**src/design/alc_pkg.sv**
```systemverilog
// Package with shared types, constants and sample offsets of the line coverage block.
package alc_pkg;

	localparam int UNITS    = 8;
	localparam int SUB_GRID = 8;
	localparam int PICK     = 5;
	localparam int SAMPLES  = (SUB_GRID * SUB_GRID + PICK - 1) / PICK;
	localparam int MAX_SIZE = 1024;

	localparam int COORD_W  = 13;
	localparam int DIFF_W   = 14;
	localparam int SQ_W     = 28;
	localparam int DOT_W    = 30;
	localparam int VALUE_W  = 16;
	localparam int CNT_W    = 4;

	// Reciprocal of the used sample count for the final scaling
	localparam int          DIV_SHIFT = 24;
	localparam logic [20:0] DIV_RECIP = 21'd1290556;

	// Register indexes
	localparam logic [2:0] REG_SIZE  = 3'd0;
	localparam logic [2:0] REG_SX    = 3'd1;
	localparam logic [2:0] REG_SY    = 3'd2;
	localparam logic [2:0] REG_EX    = 3'd3;
	localparam logic [2:0] REG_EY    = 3'd4;
	localparam logic [2:0] REG_THICK = 3'd5;

	typedef struct packed {
		logic [COORD_W-1:0] ax;
		logic [COORD_W-1:0] ay;
		logic [COORD_W-1:0] bx;
		logic [COORD_W-1:0] by;
	} geom_t;

	typedef struct packed {
		logic [SQ_W-1:0]     len2;
		logic [SQ_W-1:0]     t2;
		logic [2*SQ_W-1:0]   t2len2;
	} limits_t;

	typedef struct packed {
		logic [2:0] col;
		logic [2:0] row;
	} offset_t;

	// Sub-sample offset of the i-th used sample, in 1/8-pixel units
	function automatic offset_t sample_offset(input int i);
		int idx;
		offset_t o;
		idx = i * PICK;
		o.col = 3'(((idx % SUB_GRID) * UNITS) / SUB_GRID);
		o.row = 3'(((idx / SUB_GRID) * UNITS) / SUB_GRID);
		return o;
	endfunction

endpackage

```
**src/design/alc_scale.sv**
```systemverilog
// Output scaling: count uncovered samples and scale the grey value by count/13.
module alc_scale (
	input  logic                              clk,
	input  logic                              en,
	input  logic [alc_pkg::VALUE_W-1:0]       cur_s4,
	input  logic                              inside_s4,
	input  logic [alc_pkg::SAMPLES-1:0]       clear_s4,
	output logic [alc_pkg::VALUE_W-1:0]       value_s6,
	output logic                              inside_s6,
	output logic [alc_pkg::CNT_W-1:0]         count_s6
);

	logic [alc_pkg::CNT_W-1:0] cnt;
	logic [alc_pkg::CNT_W-1:0] cnt_s5;
	logic inside_s5;
	logic [alc_pkg::VALUE_W+alc_pkg::CNT_W-1:0] prod_s5;
	logic [alc_pkg::VALUE_W+alc_pkg::CNT_W+20:0] scaled;

	// Count uncovered samples
	always_comb begin
		cnt = '0;
		for (int i = 0; i < alc_pkg::SAMPLES; i++)
			cnt = cnt + alc_pkg::CNT_W'(clear_s4[i]);
	end

	// Stage 5: weight the present value
	always_ff @(posedge clk) begin
		if (en) begin
			prod_s5   <= cur_s4 * cnt;
			cnt_s5    <= cnt;
			inside_s5 <= inside_s4;
		end
	end

	// Stage 6: divide by the used count through the reciprocal
	assign scaled = prod_s5 * alc_pkg::DIV_RECIP;

	always_ff @(posedge clk) begin
		if (en) begin
			value_s6  <= inside_s5 ? scaled[alc_pkg::DIV_SHIFT+alc_pkg::VALUE_W-1:alc_pkg::DIV_SHIFT]
			                       : '1;
			count_s6  <= inside_s5 ? cnt_s5 : '0;
			inside_s6 <= inside_s5;
		end
	end

endmodule

```
**config.mk**
```make
export PLATFORM = sky130hd
export DESIGN_NAME = alc_scale
export DESIGN_NICKNAME = d
export VERILOG_FILES = /design/src/design/alc_pkg.sv /design/src/design/alc_scale.sv
export SDC_FILE = /design/constraint.sdc
export NUM_CORES = 1
export LEC_CHECK = 0
export BUFFER_PORTS_ARGS = -buffer_cell sky130_fd_sc_hd__buf_2
export CORE_MARGIN = 5
export CORE_UTILIZATION = 55
export CTS_CLUSTER_DIAMETER = 40
export DETAILED_ROUTE_END_ITERATION = 10
export GPL_ROUTABILITY_DRIVEN = 0
export PLACE_DENSITY_LB_ADDON = 0.08
export SYNTH_ARGS = -nofsm -noshare
export SYNTH_HDL_FRONTEND = slang
export SYNTH_SLANG_ARGS = --single-unit
```
**constraint.sdc**
```tcl
create_clock -name clk -period 20.7 [get_ports clk]
set_clock_uncertainty 0.1 [all_clocks]
set_input_delay 1.035 -clock clk [delete_from_list [all_inputs] [get_ports clk]]
set_output_delay 1.035 -clock clk [all_outputs]
set_load 0.01 [all_outputs]
```
==> results.yml <==
clock_network:
  clk_latency_ns: 0.31
  cts_buffers: 5
  cts_resized: 0
  h-tree-depth: 2
  clk_pin_slew_ns: 0.08
  postCtsSetupBuffers: 0
  tritoncts: "yes"
  cts.root.buffer_cell: "clkbuf_16"
  ctsHoldBuffers: 0
  cts_buffer_depth: 2
  clock-sinks: 46
setup_path:
  worst_path_largest_cell_delay_ns: 0.93
  crit_chain: "buf_2 > inv_1 > fa_1 > fa_1 > fa_1 > fa_1 > fa_1 > fa_1 > xnor2_1 > nand2_1 > fa_1 > inv_1 > fa_1 > ha_1 > nor2b_1 > o311ai_0 > a211oi_1 > o31ai_1 > nor2b_1 > o21ai_0 > xor2_1"
  critical_path_buf_inv_count: 3
  cpMostUsedCell: "fa_1"
  cp.arrival_ns: 8.12
  crit_fanout: 17
  reg2reg_depth: 16
  crit_type: "in2reg"
  cp.depth: 21
  cpMaxStageDelayCell: "xnor2_1"
  endpoint_kind: "flop"
  worstSetupStartpointType: "input port"
  required_ns: 20.65
  critical-path-top-delay-family: "adder cells"
yosys:
  synth_area_leader_cell: "fa_1"
  synth.avg_cell_area_um2: 9.635
  yosys_warnings: 0
  synth_area_leaders: "fa_1, ha_1, edfxtp_1"
  ys_ff_latch: 46
  syn-cell-area_um2: 10460
  yosysUniqueCellTypes: 55
  async_reset_ff_share_pct: 0
  synth_nets: 1476
  postSynthCellCount: 1086
  synth-main-ff-cell: "edfxtp_1"
  synth_edf_count: 46
  synthDominantCellAreaShare_pct: 31.57
  synth.yosys.seq_area_share_pct: 13.20
cells_and_area:
  multi_input_area_um2: 7815
  fin_cells: 1369
  num_antenna_cells: 0
  n_fill_cell: 1696
  drive_gt1_share_pct: 6.079
  syn2layout_area_growth_pct: 6.565
  nNetsFinal: 1524
  seqCellArea_um2: 1381
  post-route-util_pct: 59.61
sta:
  slew_violations: 0
  hold_viol: 0
  fin_crit_ns: 8.170
  setup-violations-final: 0
  max-slew-margin-rel_pct: 19.97
  fin_tns_setup_ns: 0
  worst_slew_pin_slew_ns: 1.192
  max_freq_mhz: 122.4
  rsz0062_at_grt: "no"
  timing.final.crit_share_pct: 39.47
routing:
  wl_per_cell_um: 15.45
  drt-vias-per-instance: 5.238
  wirelength_mm: 21.15
  drtPass1Iterations: 4
  drc: 0
  antenna_left: 0
  drtIter0Drc: 312
  vias: 7171
place:
  dp_hpwl_mm: 18.53
  dp.cells: 1361
  io_buffers: 52
global_route:
  grt_pass1_wl_mm: 36.64
  grt_max_degree: 47
  antenna_found_initial: 0
  gr-usage-all-layers_pct: 20.72
  overflow: 0
  grt_pass1_vias: 7579
floorplan:
  rows: 50
  io_pins: 53
  die_height_um: 147.9
  die_w_um: 147.9
  die-area_um2: 21880
  start_util_pct: 55.94
  fp.coreArea_um2: 18710
job:
  maxCapViolations: 0
hold_path:
  hold_depth: 1
  hold_path.class: "reg2reg"
outcome:
  outcome: "complete, no violations"
-- flip-flops by register name (all words and copies together) (netlist names) --
name       flops
count_s6       4
inside_s6      1
prod_s5       20
cnt_s5         4
inside_s5      1
value_s6      16
-- area by class of cell --
| type | instances | share of cell area, % |
|---|---|---|
| Timing Repair Buffer | 53 | 2.401 |
| Inverter | 325 | 10.94 |
| Tap cell | 234 | 2.626 |
| Clock buffer | 5 | 1.122 |
| Sequential cell | 46 | 12.39 |
| Multi-Input combinational cell | 703 | 70.09 |
| Clock inverter | 3 | 0.4376 |
-- logic make-up after synthesis --
logic type	after synthesis	share of synthesized area (%)
flops	46	13.20
fa+ha+maj	358	54.65
xor+xnor	22	1.841
buf+inv	337	12.11
mux	2	0.2033
compound gates	138	8.884
simple gates	183	9.112
-- cell usage after synthesis (2+ instances only) --
cell       number
o221ai_1        2
edfxtp_1       46
a21o_1         20
a2111oi_0       3
a21oi_1        36
and2_1         36
o31a_1          2
o21ai_0        25
and4_1          2
nand3b_1        2
o21a_1          2
a22oi_1         2
inv_1         325
a311oi_1        3
xnor2_1        15
nand2b_1        7
and3_1          7
nand2_1        43
o2111ai_1       2
nand4_1         5
a2111o_1        2
nor2_1         30
xor2_1          7
nand3_1        10
ha_1          193
a211oi_1        9
o21bai_1        3
clkbuf_1       10
o211ai_1        7
fa_1          165
nor3_1          9
clkbuf_2        2
nor2b_1        26
o31ai_1         2
a31oi_1         5
a31o_2          2
-- metrics by stage --
stage	hold WS (ns)	area, um2	setup slack (ns)
floorplan	0.3947	10460	13.27
global placement	0.4116	10980	12.43
detailed placement	0.4131	10980	12.23
CTS	0.4323	11150	12.53
global route	0.4484	11150	12.17
finish	0.4271	11150	12.53
-- layer usage --
metal  GRT usage, %  vias to the layer above  share of wire (%)  routed length [um]
met3          2.361                       23                3.0                 628
met1          29.62                     3508                 48               10130
met2          33.95                      106                 47                9995
met5              0                        -                  0                   0
li1               -                     3534                  -                   -
met4          5.266                        0                1.9                 393
-- final timing paths --
check	from	to	slack [ns]
max	clear_s4[0]	prod_s5[18]$_DFFE_PP_	12.53
min	cnt_s5[0]$_DFFE_PP_	count_s6[0]$_SDFFCE_PN0P_	0.43
max reg2reg	prod_s5[11]$_DFFE_PP_	value_s6[13]$_SDFFCE_PN1P_	14.14
min reg2reg	cnt_s5[0]$_DFFE_PP_	count_s6[0]$_SDFFCE_PN0P_	0.43
-- cell usage in the layout, fill, tap and decap left out, types with 2 or more instances in the layout --
cell type,Yosys,final
a31o_2,2,2
a2111oi_0,3,3
o31ai_1,2,2
xor2_1,7,7
nand2_1,43,43
o31a_1,2,2
and3_1,7,7
o211ai_1,7,7
a2111o_1,2,2
fa_1,165,165
inv_1,325,325
nor3_1,9,9
a311oi_1,3,3
a211oi_1,9,9
clkbuf_16,0,5
ha_1,193,193
nand2b_1,7,7
a22oi_1,2,2
and4_1,2,2
o221ai_1,2,2
o21ai_0,25,25
nand3_1,10,10
a21oi_1,36,36
o21bai_1,3,3
buf_2,0,52
o21a_1,2,2
a21o_1,20,20
nand3b_1,2,2
o2111ai_1,2,2
xnor2_1,15,15
a31oi_1,5,5
nor2b_1,26,26
edfxtp_1,46,46
nor2_1,30,30
nand4_1,5,5
and2_1,36,36
Power is left out: the tool's default activity adds up to more than one toggle a clock period on the data nets, which glitch-free logic cannot reach.
